## src/rtl/ufr_pkg.sv

```systemverilog
// shared types, constants and the crc-8/maxim byte update for the frame receiver
// no dependencies; used by the top level and the testbench
`default_nettype none

package ufr_pkg;

  // largest accepted length byte
  localparam logic [7:0] MAX_LEN = 8'd64;

  // framing bytes
  localparam logic [7:0] START_BYTE = 8'h7E;
  localparam logic [7:0] STOP_BYTE  = 8'hE7;
  localparam logic [7:0] ESC_BYTE   = 8'hAA;
  localparam logic [7:0] ESC_MASK   = 8'h02;
  localparam logic [7:0] MIN_LEN    = 8'd2;

  // reflected polynomial of crc-8/maxim
  localparam logic [7:0] CRC_POLY_REFL = 8'h8C;

  typedef enum logic [1:0] {
    PH_HUNT = 2'd0,
    PH_RECV = 2'd1,
    PH_HOLD = 2'd2
  } phase_t;

  typedef enum logic {
    OP_BYTE    = 1'b0,
    OP_RELEASE = 1'b1
  } op_t;

  typedef enum logic [1:0] {
    ACT_NONE    = 2'd0,
    ACT_RESTART = 2'd1,
    ACT_DONE    = 2'd2
  } action_t;

  typedef enum logic [1:0] {
    ST_NONE    = 2'd0,
    ST_OK      = 2'd1,
    ST_CRC_BAD = 2'd2,
    ST_FRAMING = 2'd3
  } status_t;

  // one result item
  typedef struct packed {
    logic [1:0] action;
    logic       payload_valid;
    logic [7:0] payload_byte;
    logic [1:0] frame_status;
    logic [7:0] payload_length;
  } result_t;

  // one byte through the crc, bit at a time, lsb first
  function automatic logic [7:0] crc8_update(input logic [7:0] crc, input logic [7:0] b);
    logic [7:0] v;
    v = crc ^ b;
    for (int k = 0; k < 8; k++) begin
      v = v[0] ? ((v >> 1) ^ CRC_POLY_REFL) : (v >> 1);
    end
    return v;
  endfunction

endpackage

`default_nettype wire

```

## src/rtl/ufr_if.sv

```systemverilog
// valid/ready channel interfaces: received items, result items, config writes
// payload widths follow the field list; no package dependency
`default_nettype none

// received item channel
interface ufr_item_if;
  logic       valid;
  logic       ready;
  logic       operation;
  logic [7:0] rx_byte;

  modport source (output valid, output operation, output rx_byte, input ready);
  modport sink   (input valid, input operation, input rx_byte, output ready);
endinterface

// result item channel
interface ufr_result_if;
  logic       valid;
  logic       ready;
  logic [1:0] action;
  logic       payload_valid;
  logic [7:0] payload_byte;
  logic [1:0] frame_status;
  logic [7:0] payload_length;

  modport source (output valid, output action, output payload_valid, output payload_byte,
                  output frame_status, output payload_length, input ready);
  modport sink   (input valid, input action, input payload_valid, input payload_byte,
                  input frame_status, input payload_length, output ready);
endinterface

// configuration write channel, one register
interface ufr_cfg_if;
  logic valid;
  logic ready;
  logic check_crc;

  modport source (output valid, output check_crc, input ready);
  modport sink   (input valid, input check_crc, output ready);
endinterface

`default_nettype wire

```

## src/rtl/uart_frame_receiver_crc8.sv

```systemverilog
// byte-stuffed frame receiver with crc-8/maxim check, top level
// depends on ufr_pkg and the channel interfaces in ufr_if.sv
`default_nettype none

// Takes one received byte (or a release) per cycle and returns exactly one
// result item for each. Every item is finished in the cycle it is accepted:
// frame state and the crc byte update are plain logic between the state
// registers and a two-entry result buffer, so a new item is taken every
// cycle while the buffer has room. Item ready drops only while two results
// wait to be taken. Frames are start 0x7E, length L (2..64), L-2 data bytes
// with 0xAA escapes, crc byte, stop 0xE7; after the stop byte, with the crc
// good or bad, bytes are ignored until a release item. The check_crc
// register (reset 1) is always ready.
module uart_frame_receiver_crc8 (
  input  wire logic   clk,
  input  wire logic   rst,
  ufr_cfg_if.sink     cfg,
  ufr_item_if.sink    item,
  ufr_result_if.source result
);

  // frame state
  ufr_pkg::phase_t phase, phase_next;
  logic [7:0] byte_position, byte_position_next;
  logic [7:0] frame_length, frame_length_next;
  logic [7:0] running_crc, running_crc_next;
  logic       escape_pending, escape_pending_next;
  logic       crc_matched, crc_matched_next;
  logic [7:0] decoded_count, decoded_count_next;
  logic       check_crc;

  // result buffer
  ufr_pkg::result_t res_head, res_tail, res_new;
  logic [1:0] res_count;

  logic       item_xfer, result_xfer;
  logic [7:0] pos_inc;
  logic [7:0] crc_step;
  logic [7:0] b;
  logic       len_bad;

  assign item.ready = (res_count != 2'd2);
  assign item_xfer = item.valid && item.ready;
  assign result_xfer = result.valid && result.ready;
  assign cfg.ready = 1'b1;

  assign b = item.rx_byte;
  assign pos_inc = byte_position + 8'd1;
  assign crc_step = ufr_pkg::crc8_update((pos_inc == 8'd1) ? 8'd0 : running_crc, b);
  assign len_bad = (b < ufr_pkg::MIN_LEN) || (b > ufr_pkg::MAX_LEN);

  // config register
  always_ff @(posedge clk) begin
    if (rst) begin
      check_crc <= 1'b1;
    end else if (cfg.valid && cfg.ready) begin
      check_crc <= cfg.check_crc;
    end
  end

  // next frame state
  always_comb begin
    phase_next = phase;
    byte_position_next = byte_position;
    frame_length_next = frame_length;
    running_crc_next = running_crc;
    escape_pending_next = escape_pending;
    crc_matched_next = crc_matched;
    decoded_count_next = decoded_count;
    if (item.operation == ufr_pkg::OP_RELEASE) begin
      phase_next = ufr_pkg::PH_HUNT;
      byte_position_next = 8'd0;
      frame_length_next = 8'd0;
      running_crc_next = 8'd0;
      escape_pending_next = 1'b0;
      crc_matched_next = 1'b0;
      decoded_count_next = 8'd0;
    end else begin
      case (phase)
        ufr_pkg::PH_RECV: begin
          byte_position_next = pos_inc;
          if (pos_inc == 8'd1) begin
            if (len_bad) begin
              phase_next = ufr_pkg::PH_HUNT;
              byte_position_next = 8'd0;
              frame_length_next = 8'd0;
              running_crc_next = 8'd0;
              escape_pending_next = 1'b0;
              crc_matched_next = 1'b0;
              decoded_count_next = 8'd0;
            end else begin
              frame_length_next = b;
              running_crc_next = crc_step;
            end
          end else if (pos_inc < frame_length) begin
            running_crc_next = crc_step;
            if (escape_pending) begin
              escape_pending_next = 1'b0;
              decoded_count_next = decoded_count + 8'd1;
            end else if (b == ufr_pkg::ESC_BYTE) begin
              escape_pending_next = 1'b1;
            end else begin
              decoded_count_next = decoded_count + 8'd1;
            end
          end else if (pos_inc == frame_length) begin
            crc_matched_next = (b == running_crc);
          end else if (b == ufr_pkg::STOP_BYTE) begin
            phase_next = ufr_pkg::PH_HOLD;
          end else begin
            phase_next = ufr_pkg::PH_HUNT;
            byte_position_next = 8'd0;
            frame_length_next = 8'd0;
            running_crc_next = 8'd0;
            escape_pending_next = 1'b0;
            crc_matched_next = 1'b0;
            decoded_count_next = 8'd0;
          end
        end
        ufr_pkg::PH_HOLD: begin
          phase_next = ufr_pkg::PH_HOLD;
        end
        default: begin
          phase_next = ufr_pkg::PH_HUNT;
          if (b == ufr_pkg::START_BYTE) begin
            phase_next = ufr_pkg::PH_RECV;
            byte_position_next = 8'd0;
            frame_length_next = 8'd0;
            running_crc_next = 8'd0;
            escape_pending_next = 1'b0;
            crc_matched_next = 1'b0;
            decoded_count_next = 8'd0;
          end
        end
      endcase
    end
  end

  // result fields for the item
  always_comb begin
    res_new.action = ufr_pkg::ACT_NONE;
    res_new.payload_valid = 1'b0;
    res_new.payload_byte = 8'd0;
    res_new.frame_status = ufr_pkg::ST_NONE;
    res_new.payload_length = 8'd0;
    if (item.operation == ufr_pkg::OP_BYTE) begin
      case (phase)
        ufr_pkg::PH_RECV: begin
          if (pos_inc == 8'd1) begin
            if (len_bad) begin
              res_new.frame_status = ufr_pkg::ST_FRAMING;
            end else begin
              res_new.action = ufr_pkg::ACT_RESTART;
            end
          end else if (pos_inc < frame_length) begin
            res_new.action = ufr_pkg::ACT_RESTART;
            if (escape_pending) begin
              res_new.payload_valid = 1'b1;
              res_new.payload_byte = b | ufr_pkg::ESC_MASK;
            end else if (b != ufr_pkg::ESC_BYTE) begin
              res_new.payload_valid = 1'b1;
              res_new.payload_byte = b;
            end
          end else if (pos_inc == frame_length) begin
            res_new.action = ufr_pkg::ACT_RESTART;
          end else begin
            res_new.payload_length = decoded_count;
            if (b == ufr_pkg::STOP_BYTE) begin
              res_new.action = ufr_pkg::ACT_DONE;
              res_new.frame_status = (check_crc && !crc_matched) ? ufr_pkg::ST_CRC_BAD
                                                                  : ufr_pkg::ST_OK;
            end else begin
              res_new.frame_status = ufr_pkg::ST_FRAMING;
            end
          end
        end
        ufr_pkg::PH_HOLD: begin
          res_new.action = ufr_pkg::ACT_NONE;
        end
        default: begin
          if (b == ufr_pkg::START_BYTE) begin
            res_new.action = ufr_pkg::ACT_RESTART;
          end
        end
      endcase
    end
  end

  // state update on item transfer
  always_ff @(posedge clk) begin
    if (rst) begin
      phase <= ufr_pkg::PH_HUNT;
      byte_position <= 8'd0;
      frame_length <= 8'd0;
      running_crc <= 8'd0;
      escape_pending <= 1'b0;
      crc_matched <= 1'b0;
      decoded_count <= 8'd0;
    end else if (item_xfer) begin
      phase <= phase_next;
      byte_position <= byte_position_next;
      frame_length <= frame_length_next;
      running_crc <= running_crc_next;
      escape_pending <= escape_pending_next;
      crc_matched <= crc_matched_next;
      decoded_count <= decoded_count_next;
    end
  end

  // result buffer occupancy
  always_ff @(posedge clk) begin
    if (rst) begin
      res_count <= 2'd0;
    end else if (item_xfer && !result_xfer) begin
      res_count <= res_count + 2'd1;
    end else if (!item_xfer && result_xfer) begin
      res_count <= res_count - 2'd1;
    end
  end

  // result buffer payload
  always_ff @(posedge clk) begin
    case (res_count)
      2'd0: begin
        if (item_xfer) begin
          res_head <= res_new;
        end
      end
      2'd1: begin
        if (item_xfer && result_xfer) begin
          res_head <= res_new;
        end else if (item_xfer) begin
          res_tail <= res_new;
        end
      end
      default: begin
        if (result_xfer) begin
          res_head <= res_tail;
        end
      end
    endcase
  end

  assign result.valid = (res_count != 2'd0);
  assign result.action = res_head.action;
  assign result.payload_valid = res_head.payload_valid;
  assign result.payload_byte = res_head.payload_byte;
  assign result.frame_status = res_head.frame_status;
  assign result.payload_length = res_head.payload_length;

  // buffer never overfills
  a_count_range: assert property (@(posedge clk) disable iff (rst)
    res_count != 2'd3)
    else $error("result buffer count out of range");

  // a frame-complete result always carries ok or crc mismatch
  a_done_status: assert property (@(posedge clk) disable iff (rst)
    (result.valid && result.action == ufr_pkg::ACT_DONE) |->
      (result.frame_status == ufr_pkg::ST_OK || result.frame_status == ufr_pkg::ST_CRC_BAD))
    else $error("frame complete without a good status");

  // payload bytes come only with a restart action
  a_payload_action: assert property (@(posedge clk) disable iff (rst)
    (result.valid && result.payload_valid) |-> result.action == ufr_pkg::ACT_RESTART)
    else $error("payload byte outside of data phase");

  // a frame-complete result leaves the block waiting for release
  a_done_hold: assert property (@(posedge clk) disable iff (rst)
    (item_xfer && res_new.action == ufr_pkg::ACT_DONE) |=> phase == ufr_pkg::PH_HOLD)
    else $error("no hold after frame complete");

endmodule

`default_nettype wire

```

## src/flat_wrapper.sv

```systemverilog
// flat-port wrapper written by rule: the top's interface ports become plain ports
module uart_frame_receiver_crc8_flat 
  (clk, rst, cfg_valid, cfg_check_crc, cfg_ready, item_valid, item_operation, item_rx_byte, item_ready, result_valid, result_action, result_payload_valid, result_payload_byte, result_frame_status, result_payload_length, result_ready);
  ufr_cfg_if cfg_i ();
  ufr_item_if item_i ();
  ufr_result_if result_i ();
  input  wire logic clk;
  input  wire logic rst;
  input wire logic [$bits(cfg_i.valid)-1:0] cfg_valid;
  input wire logic [$bits(cfg_i.check_crc)-1:0] cfg_check_crc;
  output wire logic [$bits(cfg_i.ready)-1:0] cfg_ready;
  input wire logic [$bits(item_i.valid)-1:0] item_valid;
  input wire logic [$bits(item_i.operation)-1:0] item_operation;
  input wire logic [$bits(item_i.rx_byte)-1:0] item_rx_byte;
  output wire logic [$bits(item_i.ready)-1:0] item_ready;
  output wire logic [$bits(result_i.valid)-1:0] result_valid;
  output wire logic [$bits(result_i.action)-1:0] result_action;
  output wire logic [$bits(result_i.payload_valid)-1:0] result_payload_valid;
  output wire logic [$bits(result_i.payload_byte)-1:0] result_payload_byte;
  output wire logic [$bits(result_i.frame_status)-1:0] result_frame_status;
  output wire logic [$bits(result_i.payload_length)-1:0] result_payload_length;
  input wire logic [$bits(result_i.ready)-1:0] result_ready;
  assign cfg_i.valid = cfg_valid;
  assign cfg_i.check_crc = cfg_check_crc;
  assign cfg_ready = cfg_i.ready;
  assign item_i.valid = item_valid;
  assign item_i.operation = item_operation;
  assign item_i.rx_byte = item_rx_byte;
  assign item_ready = item_i.ready;
  assign result_valid = result_i.valid;
  assign result_action = result_i.action;
  assign result_payload_valid = result_i.payload_valid;
  assign result_payload_byte = result_i.payload_byte;
  assign result_frame_status = result_i.frame_status;
  assign result_payload_length = result_i.payload_length;
  assign result_i.ready = result_ready;
  uart_frame_receiver_crc8 u_core (.clk(clk), .rst(rst), .cfg(cfg_i), .item(item_i), .result(result_i));
endmodule
```

## config.mk

```make
export PLATFORM = sky130hd
export DESIGN_NAME = uart_frame_receiver_crc8_flat
export DESIGN_NICKNAME = d
export VERILOG_FILES = /design/src/rtl/ufr_pkg.sv /design/src/rtl/ufr_if.sv /design/src/rtl/uart_frame_receiver_crc8.sv /design/src/flat_wrapper.sv
export SDC_FILE = /design/constraint.sdc
export NUM_CORES = 1
export LEC_CHECK = 0
export ABC_AREA = 1
export ABC_CLOCK_PERIOD_IN_PS = 3660
export BUFFER_PORTS_ARGS = -buffer_cell sky130_fd_sc_hd__buf_4
export CAP_MARGIN = 20
export CORE_MARGIN = 2
export CORE_UTILIZATION = 50
export CTS_BUF_LIST = sky130_fd_sc_hd__clkbuf_4 sky130_fd_sc_hd__clkbuf_8
export CTS_CLUSTER_DIAMETER = 150
export DETAILED_ROUTE_END_ITERATION = 6
export GPL_TIMING_DRIVEN = 0
export PLACE_DENSITY = 0.69
export SLEW_MARGIN = 10
export SYNTH_ARGS = -nofsm -noshare
export SYNTH_HDL_FRONTEND = slang
export SYNTH_SLANG_ARGS = --single-unit
```

## constraint.sdc

```tcl
create_clock -name clk -period 3.66 [get_ports clk]
set_clock_uncertainty 0.05 [all_clocks]
set_input_delay 0.183 -clock clk [delete_from_list [all_inputs] [get_ports clk]]
set_output_delay 0.183 -clock clk [all_outputs]
set_load 0.05 [all_outputs]
```

Word-level counts from Yosys, hierarchy flattened
Index checks and enable logic that the tools add are counted.

Bits in registers: 81. Input port bits: 15. Output and inout port bits: 24. Logic and storage cells: 165.

$add $sub $neg: 4. Order comparisons: 3. Equality and inequality tests: 22. Mux-type cells: 83. Bitwise gates (word level): 10. Reductions and logical operators: 24.

Operator list (count): 2-to-1 mux 8 bit (33); 2-to-1 mux 21 bit (4); one-hot mux 8 bit (2 select lines) (4); one-hot mux 21 bit (2 select lines) (1); 2-to-1 mux 9 bit (4); 2-to-1 mux 2 bit (15); inverter 2 -> 3 bit (8); 2-to-1 mux 10 bit (2); 2-to-1 mux 19 bit (1); AND reduction 6 bit (3); adder 8 x 1 -> 8 bit, second input constant (2); == test 8 bit (2); == test 8 bit, second input constant (2); inequality test 4 x 3 -> 1 bit, second input constant (4); 2-to-1 mux 1 bit (15); inequality test 5 x 3 -> 1 bit, second input constant (3); AND reduction 3 bit (3); == test 8 x 1 -> 1 bit, second input constant (1); == test 8 x 7 -> 1 bit, second input constant (1); greater-than comparator 8 x 7 -> 1 bit, second input constant (1); < comparator 8 x 2 -> 1 bit, second input constant (1); < comparator 8 bit (1); inequality test 8 bit, second input constant (1); one-hot mux 2 bit (2 select lines) (2); 19 further kinds (32).

Logic depth before layout (Yosys ltp)
Word-level depth: 24. Depth in mapped cells: 23.

Least setup slack after synthesis
OpenSTA, ideal clock, no wires.

Kind: reg-to-reg. Start point: reg u_core.res_count[0]. End point: reg u_core.res_head, in the netlist u_core.result.action[0] (enable). Setup time: 0.406 ns. Data arrival time: 2.467 ns. Required time: 3.204 ns. Setup slack: 0.737 ns. Stages on the path, launching flop included: 9. Clock period less this slack: 2.923 ns. Path through: dfxtp_1 inv_1 ha_1 inv_1 nand2_1 inv_1 ha_1 inv_1 a21oi_1.

Cells in the longest elaborated chain, start to end: 5. Elaborated cells between the ends (all ways): 11.

Ends and longest elaborated chain: start, declared (RTL line uart_frame_receiver_crc8.sv:34) `logic [1:0] res_count;`; start signal, assigned (RTL line uart_frame_receiver_crc8.sv:214) `res_count <= res_count + 2'd1;`; start signal, assigned (RTL line uart_frame_receiver_crc8.sv:216) `res_count <= res_count - 2'd1;`; inequality test 2 bit * (RTL line uart_frame_receiver_crc8.sv:42) `assign item.ready = (res_count != 2'd2);`; named net item_ready (RTL line flat_wrapper.sv:15) `output wire logic [$bits(item_i.ready)-1:0] item_ready;`; logical AND 1 bit * (RTL line uart_frame_receiver_crc8.sv:43) `assign item_xfer = item.valid && item.ready;`; logical AND 1 bit (RTL line uart_frame_receiver_crc8.sv:229) `if (item_xfer && result_xfer) begin`; inequality test 2 x 1 -> 1 bit (no line); AND reduction 3 bit (no line) *; end signal, assigned (RTL line uart_frame_receiver_crc8.sv:225) `res_head <= res_new;`; end signal, assigned (RTL line uart_frame_receiver_crc8.sv:230) `res_head <= res_new;`; end signal, assigned (RTL line uart_frame_receiver_crc8.sv:237) `res_head <= res_tail;`; end, declared (RTL line uart_frame_receiver_crc8.sv:33) `ufr_pkg::result_t res_head, res_tail, res_new;`.

Mark *: on every way through the listed nets, which the timed path passes. The rest lies on a longest branch. A chain may end at the register's enable or synchronous reset.

Final worst setup path
Start point: reg u_core.byte_position[0]. End point: reg u_core.frame_length[5].

Cells in the longest elaborated chain, start to end: 5. Elaborated cells between the ends (all ways): 11.

Ends and longest elaborated chain: start, declared (RTL line uart_frame_receiver_crc8.sv:24) `logic [7:0] byte_position, byte_position_next;`; start signal, assigned (RTL line uart_frame_receiver_crc8.sv:200) `byte_position <= byte_position_next;`; adder 8 x 1 -> 8 bit * (RTL line uart_frame_receiver_crc8.sv:48) `assign pos_inc = byte_position + 8'd1;`; branches (longest 4 deep; another with < comparator 8 bit); end signal, assigned (RTL line uart_frame_receiver_crc8.sv:201) `frame_length <= frame_length_next;`; end, declared (RTL line uart_frame_receiver_crc8.sv:25) `logic [7:0] frame_length, frame_length_next;`.

Every way passes the cells marked *.

==> key figures <==
Placed design
  • HPWL after DPL: 7.41 mm
  • Final GP Congestion: 0.941
  • Worst Setup Slack post-DPL: 0.453 ns
  • Buffers added on ports: 36

Floorplan
  • Die area: 9990 µm²
  • Overall die width: 100 µm
  • Y dimension of the die: 100 µm
  • Standard cell core area: 9060 µm²
  • Number of rows in the core area: 35
  • I/O pin count: 39
  • Initial Util: 0.508

STA
  • Setup repair after global routing missed its margin: false
  • Final clock period utilization by the worst path: 0.891
  • Worst slack on hold paths: 0.140 ns
  • Highest clock rate: 307 MHz
  • Final hold violation count: 0
  • Max Slew Vio Count: 0
  • Worst-margin pin slew: 0.770 ns
  • Setup WS post-layout: 0.398 ns
  • Sum of negative setup slack: 0 ns
  • Time the worst path needs with I/O delays and setup: 3.26 ns
  • Worst-case headroom to the max-slew limit: 0.486
  • Setup violations, final: 0

Worst setup path
  • Cells along the critical path: ha_1, nand2_1, nor2_1, nand3_1, nand2_1, inv_1, ha_1, nand2_1, nor2_1, nand2_1, o211ai_1, nand2_1, clkbuf_1, nand2_1, nand3_2, buf_4, a21oi_1, a211oi_2
  • Slack of the worst reg-to-reg path: 0.40 ns
  • Critical Path Max Stage Delay: 0.50 ns
  • Critical setup path kind: flip-flop to flip-flop
  • Reg2Reg Capture Point: u_core.frame_length[5]$_SDFFE_PP0P_
  • Launch point of the worst reg-to-reg path: u_core.byte_position[0]$_SDFFE_PP0P_
  • Data arrival at the endpoint of the critical path: 3.47 ns
  • Number of cell instances on the worst register-to-register path: 18
  • Worst-path cell with the longest stage delay: dfxtp_1
  • Kind of end point of the critical path: flip-flop
  • Worst-path fanout max: 10
  • Worst endpoint required time: 3.87 ns
  • Critical path's most frequent cell: nand2_1
  • Startpoint type of the worst setup path: flip-flop

Logic synthesis
  • Post-synthesis sequential element count: 81
  • EDFF count, synth: 42
  • Sequential fraction of the synthesis area: 0.444
  • Post-Syn Nets: 588
  • Number of distinct library cells after synthesis: 49
  • Post-synth ARST share: 0
  • Total standard cell area after synthesis: 4600 µm²
  • Average footprint of a synthesized cell: 8.31 µm²
  • Warnings, synthesis: 0
  • Prevailing post-synth register cell: edfxtp_1
  • Gate count of the mapped netlist: 554

Routing
  • Vias per cell: 5.20
  • Number of design-rule violations left by the first detailed-router iteration: 185
  • Drt first pass iters: 5
  • Routed wirelength normalized by instance count: 13.5 µm
  • Antenna Nets Post-Route: 0
  • Number of remaining DRC errors: 0
  • Detailed-route via count: 3747
  • Total routed wirelength: 9.72 mm

Final layout
  • Number of antenna repair diodes: 0
  • Layout overhead on the synthesized area: 15.0%
  • Net count, final: 638
  • Share of layout cells above drive strength 1: 0.197

Global route
  • Number of antenna violations at the first check in global routing: 0
  • Overall fraction of global-route tracks in use: 0.205
  • Wire length of the first global-routing pass: 16.2 mm
  • Overflow after GRT: 0
  • Largest net degree at the start of global routing: 22
  • Number of global-route vias before repair: 3519

Power and ir drop
  • Comb power frac: 0.391
  • Sequential Power Share: 0.370
  • Clock network fraction of total power: 0.239
  • Leakage dissipation: 2.30 nW
  • Internal power: 2.03 mW
  • VDD IR-drop max: 400 µV
  • Switching Fraction: 0.402
  • Net switching power figure: 1.37 mW
  • Power per unit of standard cell area: 642 nW/µm²

Clocking
  • Post-cts hold buffer count: 2
  • Post-CTS clock slew at the launch and capture registers of the worst setup and hold paths: 0.09 ns
  • Num Clock Sinks: 81
  • Number of buffers created by CTS: 9
  • Source-to-sink clock delay at the later pin of the worst-skew pair: 0.35 ns
  • H-tree depth reported by CTS: 3
  • Total of cells resized after clock tree synthesis: 0
  • Maximum buffer depth of the clock tree: 2
  • TritonCTS clock tree: done
  • Clock root buffer: clkbuf_8
  • Number of setup buffers added after CTS: 0

Hold path
  • Startpoint of the most critical hold path: item_rx_byte[3]
  • Cell depth of the worst hold path: 3
  • Path type of the worst min-delay path: input port to flip-flop
  • Hold Crit Endpoint: u_core.frame_length[3]$_SDFFE_PP0P_

Run status
  • Status: finished, final reports clean

Job
  • Max-Cap Viols: 0
## routing by layer
metal,GRT usage,part of all wire,up-vias
met1,0.261,0.46,1733
met2,0.351,0.48,81
li1,-,-,1918
met5,0,0,-
met4,0.0759,0.023,0
met3,0.0320,0.043,15
## cell usage in the layout (no fill, tap or decap), types with 3 or more instances in the layout
cell         n
nand4_1      6
bufinv_16    3
nor2_2       5
nor4_1       5
ha_1        19
a211oi_2     8
xor2_1      10
inv_6        3
dfxtp_1     39
nor2_1      36
nor3b_1      6
nor3_1      14
nand3_2      6
nand2_4      4
a21oi_1     31
a22oi_1      6
nand2_2     15
nand3_1     27
inv_1       68
o21ai_1      4
xnor2_1      3
buf_4       39
clkbuf_8     9
o21ai_0      8
edfxtp_1    42
nand2_1    140
inv_2       10
clkbuf_1     6
## critical path, delay by kind of cell, from the launching register on
kind                     cells  cell delay (ns)
adder cells (fa/ha/maj)      2             0.52
AO/OA/AOI/OAI                3             0.35
buffers and inverters        3             0.68
AND/OR/NAND/NOR             10             1.05
flip-flops                   1             0.50
## worst max-delay path by stage
| stage | startpoint | to | slack [ns] | depth (start not counted) |
|---|---|---|---|---|
| final | u_core.byte_position[0]$_SDFFE_PP0P_ | u_core.frame_length[5]$_SDFFE_PP0P_ | 0.40 | 18 |
| after global routing | u_core.byte_position[0]$_SDFFE_PP0P_ | u_core.frame_length[6]$_SDFFE_PP0P_ | 0.12 | 18 |
| after CTS | u_core.byte_position[0]$_SDFFE_PP0P_ | u_core.frame_length[5]$_SDFFE_PP0P_ | 0.41 | 18 |
| after detailed placement | u_core.byte_position[0]$_SDFFE_PP0P_ | u_core.frame_length[6]$_SDFFE_PP0P_ | 0.45 | 18 |
| after global placement | u_core.byte_position[0]$_SDFFE_PP0P_ | u_core.frame_length[6]$_SDFFE_PP0P_ | 0.53 | 18 |
| after floorplan | u_core.res_count[0]$_SDFFE_PP0P_ | u_core.result.action[0]$_DFFE_PP_ | 0.74 | 8 |
## cell usage after synthesis, types with 3 or more instances
library cell  instances  area [µm²]
nor4_1                5        31.3
a21oi_1              32         160
inv_2                10        37.5
clkbuf_1              6        22.5
buf_4                 3        22.5
inv_1                68         255
ha_1                 19         238
a211oi_2              8         100
nand3_2               6        60.1
o21ai_0               8        40.0
o21ai_1               4        20.0
nor3_1               14        70.1
a22oi_1               6        45.0
xnor2_1               3        26.3
nand2_4               4        45.0
xor2_1               10        87.6
nor3b_1               6        45.0
nor2_2                5        31.3
dfxtp_1              39         781
nand3_1              27         135
edfxtp_1             42        1260
nand2_1             140         526
nor2_1               36         135
nand2_2              15        93.8
nand4_1               6        37.5
## stage by stage
| step | utilization | instance area, µm² | std cells | power (mW) |
|---|---|---|---|---|
| 2_1_floorplan | - | 4600 | 554 | 2.25 |
| 3_3_place_gp | 0.553 | 5010 | 701 | 2.58 |
| 3_5_place_dp | 0.555 | 5030 | 702 | 2.62 |
| 4_1_cts | 0.584 | 5300 | 720 | 3.43 |
| 5_1_grt | 0.584 | 5300 | 720 | 3.58 |
| 6_report | 0.584 | 5300 | 720 | 3.40 |
## sequential cells by signal, indices dropped and copies added, names as in the netlist, 8 cells and up
| name | cells |
|---|---|
| u_core.byte_position | 8 |
| u_core.running_crc | 8 |
| u_core.result.payload_length | 8 |
| u_core.frame_length | 8 |
| u_core.result.payload_byte | 8 |
| u_core.decoded_count | 8 |
| u_core.res_tail | 21 |
## kinds of logic after synthesis
logic type | synth area share
xor+xnor | 0.0283
simple gates | 0.282
flops | 0.444
buf+inv | 0.0837
compound gates | 0.110
fa+ha+maj | 0.0516
other cells | 0.000815
## area by class of cell
class,instances,area [µm²]
fill,821,3770
multi-input combinational,379,2180
sequential,81,2040
timing repair buffer,39,302
inverter,79,297
tap,111,139
clock buffer,9,124
clock inverter,7,124
buffer,15,88.8
## power by group through the flow
stage                     clock network, mW  logic [mW]  registers [mW]
after floorplan                           0       0.544            1.70
after global placement                    0        1.29            1.28
after detailed placement                  0        1.34            1.28
after CTS                             0.820        1.34            1.26
after global routing                  0.864        1.44            1.28
final                                 0.812        1.33            1.26
Note: power is estimated with default switching activity, not from simulation.
